File: config.mk
export PLATFORM = sky130hd
export DESIGN_NAME = pid_clamped_controller_unit_flat
export DESIGN_NICKNAME = d
export VERILOG_FILES = /design/src/pcc_pkg.sv /design/src/pcc_channels.sv /design/src/pcc_sequencer.sv /design/src/pcc_datapath.sv /design/src/pid_clamped_controller_unit.sv /design/src/flat_wrapper.sv
export SDC_FILE = /design/constraint.sdc
export NUM_CORES = 2
export LEC_CHECK = 0
export BUFFER_PORTS_ARGS = -buffer_cell sky130_fd_sc_hd__buf_2
export CORE_ASPECT_RATIO = 2
export CORE_MARGIN = 2
export CORE_UTILIZATION = 65
export CTS_CLUSTER_DIAMETER = 50
export DETAILED_ROUTE_END_ITERATION = 7
export HOLD_SLACK_MARGIN = 0.05
export PLACE_DENSITY = 0.82
export SLEW_MARGIN = 10
export SYNTH_ARGS = -nofsm -noshare
export SYNTH_HDL_FRONTEND = slang
export SYNTH_SLANG_ARGS = --single-unit
File: constraint.sdc
create_clock -name clock -period 14.8 [get_ports clock]
set_input_delay 0.74 -clock clock [delete_from_list [all_inputs] [get_ports clock]]
set_output_delay 0.74 -clock clock [all_outputs]
set_load 0.02 [all_outputs]
File: src/pcc_pkg.sv
// Shared types, constants and functions for the clamped PID controller.
// Holds the microcode table, the saturation helpers and the register map.
// Used by every other file of the block; depends on nothing.
package pcc_pkg;

   localparam int SAMPLE_WIDTH = 32;
   localparam int SatBits = (SAMPLE_WIDTH < 16) ? 16 :
                            ((SAMPLE_WIDTH > 32) ? 32 : SAMPLE_WIDTH);
   localparam int DivSteps = 32;

   typedef logic signed [31:0] sample_type;
   typedef logic [30:0]        bound_type;
   typedef logic [31:0]        step_time_type;
   typedef logic signed [32:0] mul_type;
   typedef logic signed [33:0] acc_type;
   typedef logic signed [65:0] wide_type;
   typedef logic [4:0]         loop_cnt_type;
   typedef logic [2:0]         csr_addr_type;

   localparam wide_type SatHi = (wide_type'(1) <<< (SatBits - 1)) - wide_type'(1);
   localparam wide_type SatLo = -SatHi - wide_type'(1);
   localparam loop_cnt_type LoopLast = loop_cnt_type'(DivSteps - 1);

   typedef enum logic [2:0] {
      CSR_PROP_GAIN      = 3'd0,
      CSR_INTEG_GAIN     = 3'd1,
      CSR_DERIV_GAIN     = 3'd2,
      CSR_INTEGRAL_BOUND = 3'd3,
      CSR_DRIVE_BOUND    = 3'd4
   } csr_index_type;

   typedef enum logic [4:0] {
      OP_NOP, OP_LOAD, OP_CLEAR, OP_ERR, OP_MUL_P, OP_ACC_P, OP_MUL_INC, OP_INC,
      OP_ADD_I, OP_CLAMP_I, OP_MUL_I, OP_ACC_I, OP_DIV_INIT, OP_DIV_STEP,
      OP_DIV_FIX, OP_MUL_D, OP_ACC_D, OP_DRIVE, OP_DONE
   } op_type;

   typedef enum logic [2:0] {
      BR_NEXT, BR_JUMP, BR_DISPATCH, BR_LOOP, BR_WAIT
   } branch_type;

   typedef enum logic [4:0] {
      ST_IDLE, ST_ERR, ST_MUL_P, ST_ACC_P, ST_MUL_INC, ST_INC, ST_ADD_I,
      ST_CLAMP_I, ST_MUL_I, ST_ACC_I, ST_DIV_INIT, ST_DIV_STEP, ST_DIV_FIX,
      ST_MUL_D, ST_ACC_D, ST_DRIVE, ST_DONE, ST_CLEAR
   } step_type;

   typedef struct packed {
      op_type     op;
      branch_type br;
      step_type   target;
   } ucode_type;

   function automatic ucode_type microcode(input step_type pc);
      ucode_type w;
      unique case (pc)
         ST_IDLE:     w = '{OP_LOAD,     BR_DISPATCH, ST_ERR};
         ST_ERR:      w = '{OP_ERR,      BR_NEXT,     ST_IDLE};
         ST_MUL_P:    w = '{OP_MUL_P,    BR_NEXT,     ST_IDLE};
         ST_ACC_P:    w = '{OP_ACC_P,    BR_NEXT,     ST_IDLE};
         ST_MUL_INC:  w = '{OP_MUL_INC,  BR_NEXT,     ST_IDLE};
         ST_INC:      w = '{OP_INC,      BR_NEXT,     ST_IDLE};
         ST_ADD_I:    w = '{OP_ADD_I,    BR_NEXT,     ST_IDLE};
         ST_CLAMP_I:  w = '{OP_CLAMP_I,  BR_NEXT,     ST_IDLE};
         ST_MUL_I:    w = '{OP_MUL_I,    BR_NEXT,     ST_IDLE};
         ST_ACC_I:    w = '{OP_ACC_I,    BR_NEXT,     ST_IDLE};
         ST_DIV_INIT: w = '{OP_DIV_INIT, BR_NEXT,     ST_IDLE};
         ST_DIV_STEP: w = '{OP_DIV_STEP, BR_LOOP,     ST_IDLE};
         ST_DIV_FIX:  w = '{OP_DIV_FIX,  BR_NEXT,     ST_IDLE};
         ST_MUL_D:    w = '{OP_MUL_D,    BR_NEXT,     ST_IDLE};
         ST_ACC_D:    w = '{OP_ACC_D,    BR_NEXT,     ST_IDLE};
         ST_DRIVE:    w = '{OP_DRIVE,    BR_NEXT,     ST_IDLE};
         ST_DONE:     w = '{OP_DONE,     BR_WAIT,     ST_IDLE};
         ST_CLEAR:    w = '{OP_CLEAR,    BR_JUMP,     ST_DONE};
         default:     w = '{OP_NOP,      BR_JUMP,     ST_IDLE};
      endcase
      return w;
   endfunction

   function automatic sample_type sat(input wide_type x);
      sample_type r;
      if (x > SatHi) begin
         r = SatHi[31:0];
      end else if (x < SatLo) begin
         r = SatLo[31:0];
      end else begin
         r = x[31:0];
      end
      return r;
   endfunction

   function automatic sample_type clamp_mag(input sample_type x, input bound_type b);
      logic signed [32:0] xs;
      logic signed [32:0] bs;
      logic signed [32:0] nbs;
      sample_type r;
      xs  = {x[31], x};
      bs  = {2'b00, b};
      nbs = -bs;
      if (xs > bs) begin
         r = bs[31:0];
      end else if (xs < nbs) begin
         r = nbs[31:0];
      end else begin
         r = x;
      end
      return r;
   endfunction

endpackage

File: src/pcc_channels.sv
// Handshake channels of the clamped PID controller: request and response words.
// Depends on pcc_pkg for the payload types.
interface pcc_req_if;
   logic                        valid;
   logic                        ready;
   logic                        action;
   pcc_pkg::sample_type         target;
   pcc_pkg::sample_type         measured;
   pcc_pkg::step_time_type      step_time;

   modport source (output valid, action, target, measured, step_time, input ready);
   modport sink (input valid, action, target, measured, step_time, output ready);
endinterface

interface pcc_rsp_if;
   logic                valid;
   logic                ready;
   pcc_pkg::sample_type drive;
   pcc_pkg::sample_type integral_now;

   modport source (output valid, drive, integral_now, input ready);
   modport sink (input valid, drive, integral_now, output ready);
endinterface

File: src/pcc_sequencer.sv
// Microcode sequencer: step counter, control store lookup, loop count and branching.
// Also owns the request handshake and the response valid flag. Depends on pcc_pkg.
module pcc_sequencer (
   input  logic                   clock,
   input  logic                   reset,
   input  logic                   req_valid,
   input  logic                   req_action,
   input  pcc_pkg::step_time_type req_step_time,
   output logic                   req_ready,
   input  logic                   rsp_ready,
   output logic                   rsp_valid,
   output pcc_pkg::op_type        op
);

   pcc_pkg::step_type     pc_ff;
   pcc_pkg::step_type     pc_in;
   pcc_pkg::loop_cnt_type cnt_ff;
   pcc_pkg::loop_cnt_type cnt_in;
   logic                  rsp_valid_ff;
   logic                  rsp_valid_in;
   pcc_pkg::ucode_type    uword;
   logic                  accept;
   logic                  blocked;

   assign uword     = pcc_pkg::microcode(pc_ff);
   assign req_ready = (pc_ff == pcc_pkg::ST_IDLE);
   assign accept    = req_valid && req_ready;
   assign blocked   = rsp_valid_ff && !rsp_ready;
   assign rsp_valid = rsp_valid_ff;

   always_comb begin
      pc_in        = pc_ff;
      cnt_in       = cnt_ff;
      op           = uword.op;
      rsp_valid_in = rsp_valid_ff && !rsp_ready;
      unique case (uword.br)
         pcc_pkg::BR_NEXT: begin
            pc_in = pcc_pkg::step_type'(pc_ff + 5'd1);
         end
         pcc_pkg::BR_JUMP: begin
            pc_in = uword.target;
         end
         pcc_pkg::BR_DISPATCH: begin
            priority if (!accept) begin
               op = pcc_pkg::OP_NOP;
            end else if (req_action) begin
               pc_in = pcc_pkg::ST_CLEAR;
            end else if (req_step_time == '0) begin
               pc_in = pcc_pkg::ST_DONE;
            end else begin
               pc_in = uword.target;
            end
         end
         pcc_pkg::BR_LOOP: begin
            if (cnt_ff == pcc_pkg::LoopLast) begin
               cnt_in = '0;
               pc_in  = pcc_pkg::step_type'(pc_ff + 5'd1);
            end else begin
               cnt_in = cnt_ff + 5'd1;
            end
         end
         pcc_pkg::BR_WAIT: begin
            if (blocked) begin
               op = pcc_pkg::OP_NOP;
            end else begin
               pc_in        = uword.target;
               rsp_valid_in = 1'b1;
            end
         end
         default: begin
            pc_in = pcc_pkg::ST_IDLE;
         end
      endcase
   end

   always_ff @(posedge clock) begin
      if (reset) begin
         pc_ff        <= pcc_pkg::ST_IDLE;
         cnt_ff       <= '0;
         rsp_valid_ff <= 1'b0;
      end else begin
         pc_ff        <= pc_in;
         cnt_ff       <= cnt_in;
         rsp_valid_ff <= rsp_valid_in;
      end
   end

`ifndef SYNTHESIS
   a_loop_count_only_in_divide: assert property (@(posedge clock) disable iff (reset)
      (cnt_ff != '0) |-> (pc_ff == pcc_pkg::ST_DIV_STEP))
      else $error("divider loop count is running outside the divide step");

   a_done_raises_valid: assert property (@(posedge clock) disable iff (reset)
      (op == pcc_pkg::OP_DONE) |=> rsp_valid_ff)
      else $error("finished step did not present a response word");
`endif

endmodule

File: src/pcc_datapath.sv
// Datapath of the clamped PID controller: gain registers, controller state, one shared
// multiplier, a restoring divider for the derivative and the response registers.
// Driven one operation a cycle by pcc_sequencer; depends on pcc_pkg.
module pcc_datapath (
   input  logic                   clock,
   input  logic                   reset,
   input  pcc_pkg::op_type        op,
   input  logic                   csr_wr_en,
   input  pcc_pkg::csr_addr_type  csr_index,
   input  logic [31:0]            csr_wr_data,
   input  pcc_pkg::sample_type    req_target,
   input  pcc_pkg::sample_type    req_measured,
   input  pcc_pkg::step_time_type req_step_time,
   output pcc_pkg::sample_type    rsp_drive,
   output pcc_pkg::sample_type    rsp_integral_now
);

   pcc_pkg::sample_type    prop_gain_ff, prop_gain_in;
   pcc_pkg::sample_type    integ_gain_ff, integ_gain_in;
   pcc_pkg::sample_type    deriv_gain_ff, deriv_gain_in;
   pcc_pkg::bound_type     integral_bound_ff, integral_bound_in;
   pcc_pkg::bound_type     drive_bound_ff, drive_bound_in;
   pcc_pkg::sample_type    integ_ff, integ_in;
   pcc_pkg::sample_type    last_err_ff, last_err_in;
   pcc_pkg::sample_type    drive_ff, drive_in;
   pcc_pkg::sample_type    target_ff, target_in;
   pcc_pkg::sample_type    measured_ff, measured_in;
   pcc_pkg::step_time_type step_time_ff, step_time_in;
   pcc_pkg::sample_type    err_ff, err_in;
   pcc_pkg::sample_type    tmp_ff, tmp_in;
   pcc_pkg::sample_type    deriv_ff, deriv_in;
   pcc_pkg::acc_type       acc_ff, acc_in;
   pcc_pkg::wide_type      prod_ff, prod_in;
   logic [31:0]            rem_ff, rem_in;
   logic [31:0]            num_ff, num_in;
   logic                   neg_ff, neg_in;
   logic                   ovf_ff, ovf_in;
   pcc_pkg::sample_type    rsp_drive_ff, rsp_drive_in;
   pcc_pkg::sample_type    rsp_integ_ff, rsp_integ_in;

   pcc_pkg::mul_type       mul_a;
   pcc_pkg::mul_type       mul_b;
   pcc_pkg::wide_type      product;
   logic signed [32:0]     diff;
   logic [32:0]            diff_mag;
   logic [33:0]            trial;
   pcc_pkg::wide_type      quot_mag;
   pcc_pkg::wide_type      quot_signed;
   pcc_pkg::sample_type    term16;
   pcc_pkg::sample_type    term24;
   logic signed [33:0]     err_diff;

   always_comb begin
      mul_a = '0;
      mul_b = '0;
      unique case (op)
         pcc_pkg::OP_MUL_P: begin
            mul_a = {prop_gain_ff[31], prop_gain_ff};
            mul_b = {err_ff[31], err_ff};
         end
         pcc_pkg::OP_MUL_INC: begin
            mul_a = {err_ff[31], err_ff};
            mul_b = {1'b0, step_time_ff};
         end
         pcc_pkg::OP_MUL_I: begin
            mul_a = {integ_gain_ff[31], integ_gain_ff};
            mul_b = {integ_ff[31], integ_ff};
         end
         pcc_pkg::OP_MUL_D: begin
            mul_a = {deriv_gain_ff[31], deriv_gain_ff};
            mul_b = {deriv_ff[31], deriv_ff};
         end
         default: begin
         end
      endcase
   end

   assign product     = mul_a * mul_b;
   assign term16      = pcc_pkg::sat(prod_ff >>> 16);
   assign term24      = pcc_pkg::sat(prod_ff >>> 24);
   assign diff        = {err_ff[31], err_ff} - {last_err_ff[31], last_err_ff};
   assign diff_mag    = diff[32] ? 33'(-diff) : 33'(diff);
   assign trial       = {1'b0, rem_ff, num_ff[31]} - {2'b00, step_time_ff};
   assign quot_mag    = ovf_ff ? (pcc_pkg::wide_type'(1) <<< 32)
                               : pcc_pkg::wide_type'({1'b0, num_ff});
   assign quot_signed = neg_ff ? -quot_mag : quot_mag;
   assign err_diff    = 34'(target_ff) - 34'(measured_ff);

   always_comb begin
      prop_gain_in      = prop_gain_ff;
      integ_gain_in     = integ_gain_ff;
      deriv_gain_in     = deriv_gain_ff;
      integral_bound_in = integral_bound_ff;
      drive_bound_in    = drive_bound_ff;
      integ_in          = integ_ff;
      last_err_in       = last_err_ff;
      drive_in          = drive_ff;
      target_in         = target_ff;
      measured_in       = measured_ff;
      step_time_in      = step_time_ff;
      err_in            = err_ff;
      tmp_in            = tmp_ff;
      deriv_in          = deriv_ff;
      acc_in            = acc_ff;
      prod_in           = prod_ff;
      rem_in            = rem_ff;
      num_in            = num_ff;
      neg_in            = neg_ff;
      ovf_in            = ovf_ff;
      rsp_drive_in      = rsp_drive_ff;
      rsp_integ_in      = rsp_integ_ff;

      if (csr_wr_en) begin
         unique case (pcc_pkg::csr_index_type'(csr_index))
            pcc_pkg::CSR_PROP_GAIN:      prop_gain_in      = csr_wr_data;
            pcc_pkg::CSR_INTEG_GAIN:     integ_gain_in     = csr_wr_data;
            pcc_pkg::CSR_DERIV_GAIN:     deriv_gain_in     = csr_wr_data;
            pcc_pkg::CSR_INTEGRAL_BOUND: integral_bound_in = csr_wr_data[30:0];
            pcc_pkg::CSR_DRIVE_BOUND:    drive_bound_in    = csr_wr_data[30:0];
            default: begin
            end
         endcase
      end

      unique case (op)
         pcc_pkg::OP_LOAD: begin
            target_in    = req_target;
            measured_in  = req_measured;
            step_time_in = req_step_time;
         end
         pcc_pkg::OP_CLEAR: begin
            integ_in    = '0;
            last_err_in = '0;
            drive_in    = '0;
         end
         pcc_pkg::OP_ERR: begin
            err_in = pcc_pkg::sat(pcc_pkg::wide_type'(err_diff));
         end
         pcc_pkg::OP_MUL_P, pcc_pkg::OP_MUL_INC, pcc_pkg::OP_MUL_I,
         pcc_pkg::OP_MUL_D: begin
            prod_in = product;
         end
         pcc_pkg::OP_ACC_P: begin
            acc_in = 34'(term16);
         end
         pcc_pkg::OP_INC: begin
            tmp_in = term24;
         end
         pcc_pkg::OP_ADD_I: begin
            tmp_in = pcc_pkg::sat(pcc_pkg::wide_type'(integ_ff) +
                                  pcc_pkg::wide_type'(tmp_ff));
         end
         pcc_pkg::OP_CLAMP_I: begin
            integ_in = pcc_pkg::clamp_mag(tmp_ff, integral_bound_ff);
         end
         pcc_pkg::OP_ACC_I, pcc_pkg::OP_ACC_D: begin
            acc_in = acc_ff + 34'(term16);
         end
         pcc_pkg::OP_DIV_INIT: begin
            neg_in = diff[32];
            rem_in = {8'b0, diff_mag[31:8]};
            num_in = {diff_mag[7:0], 24'b0};
            ovf_in = ({8'b0, diff_mag[31:8]} >= step_time_ff);
         end
         pcc_pkg::OP_DIV_STEP: begin
            if (trial[33]) begin
               rem_in = {rem_ff[30:0], num_ff[31]};
            end else begin
               rem_in = trial[31:0];
            end
            num_in = {num_ff[30:0], ~trial[33]};
         end
         pcc_pkg::OP_DIV_FIX: begin
            deriv_in = pcc_pkg::sat(quot_signed);
         end
         pcc_pkg::OP_DRIVE: begin
            drive_in    = pcc_pkg::clamp_mag(pcc_pkg::sat(pcc_pkg::wide_type'(acc_ff)),
                                             drive_bound_ff);
            last_err_in = err_ff;
         end
         pcc_pkg::OP_DONE: begin
            rsp_drive_in = drive_ff;
            rsp_integ_in = integ_ff;
         end
         default: begin
         end
      endcase
   end

   always_ff @(posedge clock) begin
      if (reset) begin
         prop_gain_ff      <= '0;
         integ_gain_ff     <= '0;
         deriv_gain_ff     <= '0;
         integral_bound_ff <= '0;
         drive_bound_ff    <= '0;
         integ_ff          <= '0;
         last_err_ff       <= '0;
         drive_ff          <= '0;
      end else begin
         prop_gain_ff      <= prop_gain_in;
         integ_gain_ff     <= integ_gain_in;
         deriv_gain_ff     <= deriv_gain_in;
         integral_bound_ff <= integral_bound_in;
         drive_bound_ff    <= drive_bound_in;
         integ_ff          <= integ_in;
         last_err_ff       <= last_err_in;
         drive_ff          <= drive_in;
      end
   end

   always_ff @(posedge clock) begin
      target_ff    <= target_in;
      measured_ff  <= measured_in;
      step_time_ff <= step_time_in;
      err_ff       <= err_in;
      tmp_ff       <= tmp_in;
      deriv_ff     <= deriv_in;
      acc_ff       <= acc_in;
      prod_ff      <= prod_in;
      rem_ff       <= rem_in;
      num_ff       <= num_in;
      neg_ff       <= neg_in;
      ovf_ff       <= ovf_in;
      rsp_drive_ff <= rsp_drive_in;
      rsp_integ_ff <= rsp_integ_in;
   end

   assign rsp_drive        = rsp_drive_ff;
   assign rsp_integral_now = rsp_integ_ff;

`ifndef SYNTHESIS
   a_integral_within_bound: assert property (@(posedge clock) disable iff (reset)
      (op == pcc_pkg::OP_CLAMP_I) |=>
         ($signed({integ_ff[31], integ_ff}) <= $signed({2'b00, integral_bound_ff})) &&
         ($signed({integ_ff[31], integ_ff}) >= -$signed({2'b00, integral_bound_ff})))
      else $error("error integral left its bound after clamping");

   a_drive_within_bound: assert property (@(posedge clock) disable iff (reset)
      (op == pcc_pkg::OP_DRIVE) |=>
         ($signed({drive_ff[31], drive_ff}) <= $signed({2'b00, drive_bound_ff})) &&
         ($signed({drive_ff[31], drive_ff}) >= -$signed({2'b00, drive_bound_ff})))
      else $error("controller output left its bound after clamping");
`endif

endmodule

File: src/pid_clamped_controller_unit.sv
// A run step with non-zero step time runs the full microcode sequence before its response
// word is valid; the next request word is taken only in the idle step. A clear runs the
// clear and done steps, a zero step time only the done step. A run step's length is set
// mainly by the 32 iterations of the restoring divider for the derivative and by the one
// shared 33 by 33 bit multiplier that serves all products in turn. A finished response
// word is held in its own register, so a new request word is accepted while it waits.
// Top level of the clamped PID controller; depends on pcc_pkg, the channel interfaces,
// pcc_sequencer and pcc_datapath.
module pid_clamped_controller_unit (
   input  logic                  clock,
   input  logic                  reset,
   pcc_req_if.sink               req_if,
   pcc_rsp_if.source             rsp_if,
   input  logic                  csr_wr_en,
   input  pcc_pkg::csr_addr_type csr_index,
   input  logic [31:0]           csr_wr_data
);

   pcc_pkg::op_type op;

   pcc_sequencer u_sequencer (
      .clock         (clock),
      .reset         (reset),
      .req_valid     (req_if.valid),
      .req_action    (req_if.action),
      .req_step_time (req_if.step_time),
      .req_ready     (req_if.ready),
      .rsp_ready     (rsp_if.ready),
      .rsp_valid     (rsp_if.valid),
      .op            (op)
   );

   pcc_datapath u_datapath (
      .clock            (clock),
      .reset            (reset),
      .op               (op),
      .csr_wr_en        (csr_wr_en),
      .csr_index        (csr_index),
      .csr_wr_data      (csr_wr_data),
      .req_target       (req_if.target),
      .req_measured     (req_if.measured),
      .req_step_time    (req_if.step_time),
      .rsp_drive        (rsp_if.drive),
      .rsp_integral_now (rsp_if.integral_now)
   );

`ifndef SYNTHESIS
   a_busy_after_accept: assert property (@(posedge clock) disable iff (reset)
      (req_if.valid && req_if.ready) |=> !req_if.ready)
      else $error("request word accepted while a step was still running");
`endif

endmodule

File: src/flat_wrapper.sv
// flat-port wrapper written by rule: the top's interface ports become plain ports
module pid_clamped_controller_unit_flat 
  (clock, reset, csr_wr_en, csr_index, csr_wr_data, req_if_valid, req_if_action, req_if_target, req_if_measured, req_if_step_time, req_if_ready, rsp_if_valid, rsp_if_drive, rsp_if_integral_now, rsp_if_ready);
  pcc_req_if req_if_i ();
  pcc_rsp_if rsp_if_i ();
  input  logic clock;
  input  logic reset;
  input  logic csr_wr_en;
  input  pcc_pkg::csr_addr_type csr_index;
  input  logic [31:0] csr_wr_data;
  input wire logic [$bits(req_if_i.valid)-1:0] req_if_valid;
  input wire logic [$bits(req_if_i.action)-1:0] req_if_action;
  input wire logic [$bits(req_if_i.target)-1:0] req_if_target;
  input wire logic [$bits(req_if_i.measured)-1:0] req_if_measured;
  input wire logic [$bits(req_if_i.step_time)-1:0] req_if_step_time;
  output wire logic [$bits(req_if_i.ready)-1:0] req_if_ready;
  output wire logic [$bits(rsp_if_i.valid)-1:0] rsp_if_valid;
  output wire logic [$bits(rsp_if_i.drive)-1:0] rsp_if_drive;
  output wire logic [$bits(rsp_if_i.integral_now)-1:0] rsp_if_integral_now;
  input wire logic [$bits(rsp_if_i.ready)-1:0] rsp_if_ready;
  assign req_if_i.valid = req_if_valid;
  assign req_if_i.action = req_if_action;
  assign req_if_i.target = req_if_target;
  assign req_if_i.measured = req_if_measured;
  assign req_if_i.step_time = req_if_step_time;
  assign req_if_ready = req_if_i.ready;
  assign rsp_if_valid = rsp_if_i.valid;
  assign rsp_if_drive = rsp_if_i.drive;
  assign rsp_if_integral_now = rsp_if_i.integral_now;
  assign rsp_if_i.ready = rsp_if_ready;
  pid_clamped_controller_unit u_core (.clock(clock), .reset(reset), .req_if(req_if_i), .rsp_if(rsp_if_i), .csr_wr_en(csr_wr_en), .csr_index(csr_index), .csr_wr_data(csr_wr_data));
endmodule
==> results of run 1 <==
## synth_stat cells, types with 8 or more instances
cell type	number	area, um^2
sky130_fd_sc_hd__nor2_1	784	2943
sky130_fd_sc_hd__ha_1	535	6694
sky130_fd_sc_hd__o21ai_1	14	70.07
sky130_fd_sc_hd__a211oi_1	29	217.7
sky130_fd_sc_hd__mux2i_1	55	550.5
sky130_fd_sc_hd__a31oi_1	46	287.8
sky130_fd_sc_hd__fa_1	1126	22540
sky130_fd_sc_hd__and3_1	43	269.0
sky130_fd_sc_hd__o31ai_1	25	187.7
sky130_fd_sc_hd__clkbuf_1	400	1501
sky130_fd_sc_hd__a22o_1	57	499.2
sky130_fd_sc_hd__a211o_1	14	122.6
sky130_fd_sc_hd__nor3_1	81	405.4
sky130_fd_sc_hd__or2_2	15	93.84
sky130_fd_sc_hd__xor2_1	109	954.7
sky130_fd_sc_hd__o21a_1	52	390.4
sky130_fd_sc_hd__a22oi_1	44	330.3
sky130_fd_sc_hd__nor2b_1	59	369.1
sky130_fd_sc_hd__mux2_2	9	101.4
sky130_fd_sc_hd__and4_1	11	96.34
sky130_fd_sc_hd__and2_1	62	387.9
sky130_fd_sc_hd__nor3b_1	8	60.06
sky130_fd_sc_hd__nor4_1	42	262.8
sky130_fd_sc_hd__a221oi_1	58	508.0
sky130_fd_sc_hd__nand4_1	67	419.2
sky130_fd_sc_hd__xnor2_1	194	1699
sky130_fd_sc_hd__o21ai_0	315	1577
sky130_fd_sc_hd__or3_1	31	193.9
sky130_fd_sc_hd__edfxtp_1	406	12190
sky130_fd_sc_hd__dfxtp_1	275	5505
sky130_fd_sc_hd__or4_1	19	142.6
sky130_fd_sc_hd__nand2b_1	53	331.6
sky130_fd_sc_hd__a2111oi_0	9	78.83
sky130_fd_sc_hd__nand3_1	78	390.4
sky130_fd_sc_hd__a21o_1	188	1411
sky130_fd_sc_hd__a221o_1	65	650.6
sky130_fd_sc_hd__buf_1	21	78.83
sky130_fd_sc_hd__o21bai_1	33	247.7
sky130_fd_sc_hd__o211ai_1	27	202.7
sky130_fd_sc_hd__inv_1	1499	5627
sky130_fd_sc_hd__nand4b_1	8	70.07
sky130_fd_sc_hd__a21oi_1	576	2883
sky130_fd_sc_hd__nand2_1	1222	4587
## logic make-up after synthesis
logic type,synth area share
compound gates,0.1321
fa+ha+maj,0.3692
flops,0.2232
xor+xnor,0.03347
mux,0.008222
simple gates,0.1424
buf+inv,0.09139
## per-stage QoR
step | area, um^2 | instances | util | hold WS (ns) | worst slack, ns
2_1_floorplan | 79280 | 8887 | - | 0.4081 | 4.389
3_3_place_gp | 82380 | 10380 | 0.6786 | 0.4135 | 2.796
3_5_place_dp | 82380 | 10380 | 0.6786 | 0.4146 | 2.601
4_1_cts | 84760 | 10510 | 0.6983 | 0.1647 | 2.618
## layer usage
metal  GRT usage  overflow
met1      0.5234         0
met2      0.8317         5
met3      0.2803         0
met4      0.5885         2
met5     0.07671         0
==> metrics.txt, run 1 <==
# TYPE chip_impl_metric gauge
chip_impl_metric{name="gr-total-overflow",unit=""} 7
chip_impl_metric{name="ctsHoldBuffers",unit=""} 0
chip_impl_metric{name="synth_cell_types",unit=""} 94
chip_impl_metric{name="synth_sequential_area_ratio",unit=""} 0.2232
chip_impl_metric{name="synth.net_count",unit=""} 10690
chip_impl_metric{name="clock_path_buffers",unit=""} 3
chip_impl_metric{name="postSynthCellCount",unit=""} 8887
chip_impl_metric{name="grt.total_usage",unit=""} 0.5562
chip_impl_info{name="outcome",value="did not finish"} 1
chip_impl_metric{name="global_route_wire_length_before_repair",unit="um"} 501500
chip_impl_metric{name="cts.repair_timing.setup_buffer_count",unit=""} 0
chip_impl_metric{name="cts-buffers-inserted",unit=""} 70
chip_impl_metric{name="initial_core_utilization",unit=""} 0.6532
chip_impl_metric{name="synth_warnings",unit=""} 0
chip_impl_metric{name="post_synth.cell_area_avg",unit="um^2"} 8.921
chip_impl_metric{name="die_height",unit="um"} 497.9
chip_impl_metric{name="post_synthesis_async_set_or_reset_flop_share",unit=""} 0
chip_impl_info{name="last-stage-reached",value="global routing (5_1_grt)"} 1
chip_impl_metric{name="clock_tree.htree_level_count",unit=""} 3
chip_impl_metric{name="routability_congestion",unit=""} 1.210
chip_impl_info{name="cts-root-buf",value="sky130_fd_sc_hd__clkbuf_16"} 1
chip_impl_metric{name="flop_and_latch_count_out_of_synthesis",unit=""} 681
chip_impl_info{name="error_message",value="[ERROR GRT-0116] Global routing finished with congestion. Check the congestion regions in the DRC Viewer."} 1
chip_impl_metric{name="dieWidth",unit="um"} 251.0
chip_impl_metric{name="detailed_place_hpwl",unit="um"} 241800
chip_impl_metric{name="port-buffer-count",unit=""} 202
chip_impl_metric{name="clkSinkCount",unit=""} 681
chip_impl_metric{name="postCtsResizedCells",unit=""} 0
chip_impl_metric{name="synth_enable_flop_cells",unit=""} 406
chip_impl_metric{name="num_io_pins",unit=""} 203
chip_impl_metric{name="via_count_of_the_first_global_routing_pass",unit=""} 76240
chip_impl_info{name="synth-main-ff-cell",value="sky130_fd_sc_hd__edfxtp_1"} 1
chip_impl_metric{name="syn-cell-area",unit="um^2"} 79280
chip_impl_metric{name="maximum_number_of_pins_on_one_net_before_global_route_repair",unit=""} 112
chip_impl_metric{name="std_cell_rows",unit=""} 181
==> run 2, diff against run 1 <==
- CORE_ASPECT_RATIO: 2 -> unset
- CORE_UTILIZATION: 65 -> 40
- CTS_CLUSTER_DIAMETER: 50 -> unset
- HOLD_SLACK_MARGIN: 0.05 -> unset
- PLACE_DENSITY: 0.82 -> unset
- PLACE_DENSITY_LB_ADDON: unset -> 0.15
==> run 2 against run 1 <==
Net effect: the flow now finishes without violations; area after synthesis is the same; synthesized cell count is the same.
==> metrics.txt, run 2 <==
# TYPE chip_impl_metric gauge
chip_impl_metric{name="flop_and_latch_count_out_of_synthesis",unit=""} 681
chip_impl_metric{name="critPathBufInv",unit=""} 6
chip_impl_metric{name="postCtsResizedCells",unit=""} 0
chip_impl_info{name="worstSetupEndpointType",value="flip-flop"} 1
chip_impl_metric{name="critPathArrivalTime",unit="ns"} 13.11
chip_impl_info{name="setup.worst_path.class",value="reg -> reg"} 1
chip_impl_metric{name="multi_input_area",unit="um^2"} 54960
chip_impl_metric{name="fin_setup_tns",unit="ns"} 0
chip_impl_info{name="mostFrequentLayoutCell",value="sky130_fd_sc_hd__inv_1"} 1
chip_impl_metric{name="worst_hold_path.num_cells",unit=""} 1
chip_impl_metric{name="dieArea",unit="um^2"} 201800
chip_impl_info{name="synth.top_cells.by_area",value="sky130_fd_sc_hd__fa_1, sky130_fd_sc_hd__edfxtp_1, sky130_fd_sc_hd__ha_1"} 1
chip_impl_metric{name="post_synthesis_async_set_or_reset_flop_share",unit=""} 0
chip_impl_metric{name="grt.total_usage",unit=""} 0.2967
chip_impl_metric{name="global_route_wire_length_before_repair",unit="um"} 442700
chip_impl_metric{name="synth_top_cell_area_share",unit=""} 0.2843
chip_impl_metric{name="syn-cell-area",unit="um^2"} 79280
chip_impl_metric{name="critical_path_s_largest_stage_delay",unit="ns"} 0.89
chip_impl_metric{name="drc",unit=""} 0
chip_impl_metric{name="timing.max_cap.violations",unit=""} 0
chip_impl_metric{name="routed_wire_length_per_instance",unit="um"} 25.88
chip_impl_info{name="synth-main-ff-cell",value="sky130_fd_sc_hd__edfxtp_1"} 1
chip_impl_info{name="min_to",value="u_core.u_datapath.target_ff[15]"} 1
chip_impl_metric{name="ir_drop",unit="uV"} 216.4
chip_impl_metric{name="hold_slack",unit="ns"} 0.1949
chip_impl_metric{name="final_layout_size_suffix_gt1_frac",unit=""} 0.07233
chip_impl_metric{name="power_leakage",unit="uW"} 0.04024
chip_impl_metric{name="post_drt_via_cell_ratio",unit=""} 5.569
chip_impl_metric{name="initial_core_utilization",unit=""} 0.4020
chip_impl_metric{name="clkSinkCount",unit=""} 681
chip_impl_metric{name="insertion_delay_of_the_later_clocked_pin_in_the_worst_skew_pair",unit="ns"} 0.72
chip_impl_metric{name="clock_tree.htree_level_count",unit=""} 3
chip_impl_metric{name="p_per_area",unit="nW/um^2"} 100.7
chip_impl_info{name="grt_setup_unrepaired",value="false"} 1
chip_impl_info{name="largest-register",value="u_core.u_datapath.prod_ff"} 1
chip_impl_metric{name="worst-r2r-setup-slack",unit="ns"} 2.14
chip_impl_info{name="timing.critical_path.max_delay_family",value="adder cells"} 1
chip_impl_metric{name="fin_nets",unit=""} 10720
chip_impl_metric{name="std_cell_rows",unit=""} 163
chip_impl_metric{name="area_growth",unit="%"} 9.311
chip_impl_metric{name="detailed_place_hpwl",unit="um"} 235200
chip_impl_info{name="post-synth-top-count-cell",value="sky130_fd_sc_hd__inv_1"} 1
chip_impl_metric{name="layout_worst_path_cycle_share",unit=""} 0.8552
chip_impl_metric{name="cts-buffers-inserted",unit=""} 78
chip_impl_metric{name="core_region_area",unit="um^2"} 197200
chip_impl_metric{name="synth_warnings",unit=""} 0
chip_impl_info{name="cell_with_the_largest_stage_delay_on_the_worst_path",value="sky130_fd_sc_hd__nand2_1"} 1
chip_impl_metric{name="synth_sequential_area_ratio",unit=""} 0.2232
chip_impl_metric{name="gr-total-overflow",unit=""} 0
chip_impl_info{name="tritoncts",value="built"} 1
chip_impl_metric{name="layout.core_utilization",unit=""} 0.4395
chip_impl_metric{name="ctsHoldBuffers",unit=""} 0
chip_impl_metric{name="routability_congestion",unit=""} 0.9835
chip_impl_metric{name="finalSetupViolCount",unit=""} 0
chip_impl_metric{name="worst-r2r-cell-count",unit=""} 34
chip_impl_metric{name="final_antenna_net_count",unit=""} 0
chip_impl_metric{name="final-max-slew-violation-count",unit=""} 0
chip_impl_metric{name="fill_cells",unit=""} 19450
chip_impl_metric{name="num_io_pins",unit=""} 203
chip_impl_info{name="synth_area_leader",value="sky130_fd_sc_hd__fa_1"} 1
chip_impl_info{name="cpMostUsedCell",value="sky130_fd_sc_hd__fa_1"} 1
chip_impl_metric{name="postSynthCellCount",unit=""} 8887
chip_impl_metric{name="dieWidth",unit="um"} 449.2
chip_impl_metric{name="maxClockFrequency",unit="MHz"} 79.01
chip_impl_metric{name="die_height",unit="um"} 449.2
chip_impl_metric{name="worst_pin_slew",unit="ns"} 1.371
chip_impl_metric{name="largest_register_ff_count",unit=""} 50
chip_impl_metric{name="post_synth.cell_area_avg",unit="um^2"} 8.921
chip_impl_info{name="worst_hold_path_type",value="in -> reg"} 1
chip_impl_metric{name="via_count",unit=""} 64780
chip_impl_metric{name="port-buffer-count",unit=""} 202
chip_impl_metric{name="synth_enable_flop_cells",unit=""} 406
chip_impl_info{name="cts-root-buf",value="sky130_fd_sc_hd__clkbuf_16"} 1
chip_impl_metric{name="cts.repair_timing.setup_buffer_count",unit=""} 0
chip_impl_info{name="most_frequent_cells_in_the_layout",value="sky130_fd_sc_hd__inv_1, sky130_fd_sc_hd__nand2_1, sky130_fd_sc_hd__fa_1"} 1
chip_impl_metric{name="maximum_number_of_pins_on_one_net_before_global_route_repair",unit=""} 111
chip_impl_metric{name="crit_fanout",unit=""} 45
chip_impl_metric{name="dr.pass1.iters",unit=""} 6
chip_impl_metric{name="slew_headroom",unit=""} 0.08631
chip_impl_info{name="reg_top3",value="u_core.u_datapath.prod_ff x50, u_core.u_datapath.acc_ff x34"} 1
chip_impl_info{name="critical_path_launch_point_type",value="flip-flop"} 1
chip_impl_info{name="hold_path.startpoint",value="req_if_target[15]"} 1
chip_impl_metric{name="synth_cell_types",unit=""} 94
chip_impl_metric{name="clock_path_buffers",unit=""} 3
chip_impl_metric{name="worstPathRequired",unit="ns"} 15.26
chip_impl_metric{name="synth.net_count",unit=""} 10690
chip_impl_metric{name="clk_pin_slew",unit="ns"} 0.06
chip_impl_info{name="outcome",value="completed"} 1
chip_impl_info{name="rr_startpoint",value="u_core.u_sequencer.uword[6]"} 1
chip_impl_metric{name="seq_area",unit="um^2"} 17700
chip_impl_metric{name="dr.first_iter.drc_count",unit=""} 6178
chip_impl_metric{name="via_count_of_the_first_global_routing_pass",unit=""} 65920
chip_impl_metric{name="antenna_found_initial",unit=""} 16
chip_impl_info{name="rr_endpoint",value="u_core.u_datapath.prod_ff[63]"} 1
chip_impl_metric{name="hold_violations",unit=""} 0
chip_impl_metric{name="detail_route.wirelength",unit="um"} 301000
chip_impl_info{name="synth.cells.most_frequent",value="sky130_fd_sc_hd__inv_1, sky130_fd_sc_hd__nand2_1, sky130_fd_sc_hd__fa_1"} 1
chip_impl_metric{name="placed_instance_area",unit="um^2"} 83960
chip_impl_metric{name="final.setup_skew",unit="ns"} 0.04388
chip_impl_metric{name="final_cell_area",unit="um^2"} 86670
chip_impl_metric{name="layout_min_cycle_time",unit="ns"} 12.66
==> run 2: cells by family (layout without fill, tap and decap cells) <==
logic type,count (synthesis),after routing,share of synthesized area
buffers and inverters,1927,2026,0.09139
and+or+nand+nor,2609,2609,0.1424
muxes,64,64,0.008222
xor gates and xnor gates,303,303,0.03347
other,0,6,0
AOI/OAI and AO/OA,1638,1638,0.1321
adders and majority gates,1665,1665,0.3692
DFF,681,681,0.2232
==> run 2: final cells by class <==
cell class | count | area share
Multi-Input combinational cell | 6279 | 0.6342
Sequential cell | 681 | 0.2042
Inverter | 1501 | 0.06501
Tap cell | 2640 | 0.03811
Timing Repair Buffer | 379 | 0.02721
Clock buffer | 94 | 0.02428
Clock inverter | 52 | 0.006829
Antenna cell | 6 | 0.0001732
==> run 2: where the power goes <==
group | switching (uW) | internal, uW | total, uW
clock network | 909 | 1190 | 2100
logic | 2350 | 1430 | 3770
registers | 417 | 2440 | 2860
total | 3670 | 5050 | 8720
==> run 2: per-stage QoR <==
stage | total power, uW | instances | setup WS (ns)
finish | 8723 | 11630 | 2.143
detailed placement | 6614 | 11480 | 2.358
floorplan | 5364 | 8887 | 4.389
global route | 9269 | 11630 | 1.600
global placement | 6588 | 11480 | 2.403
CTS | 8737 | 11630 | 2.405
==> run 2: worst max path at each step <==
stage	end	depth (start not counted)	startpoint
6_report	u_core.u_datapath.prod_ff[63]	34	u_core.u_sequencer.uword[6]
5_1_grt	u_core.u_datapath.prod_ff[63]	34	u_core.u_sequencer.uword[6]
4_1_cts	u_core.u_datapath.prod_ff[65]	37	u_core.u_sequencer.pc_ff[0]
3_5_place_dp	u_core.u_datapath.prod_ff[63]	35	rsp_if_ready
3_3_place_gp	u_core.u_datapath.prod_ff[63]	35	rsp_if_ready
2_1_floorplan	u_core.u_datapath.prod_ff[63]	40	u_core.u_sequencer.pc_ff[0]
==> run 2: metal layers <==
layer / GRT usage / vias to the layer above / part of all wire
li1: - / 28930 / -
met1: 0.3865 / 32620 / 0.41
met2: 0.4739 / 2559 / 0.45
met3: 0.05857 / 662 / 0.079
met4: 0.1407 / 12 / 0.056
met5: 0 / - / 0.00025
Note: power is estimated with default switching activity, not from simulation.
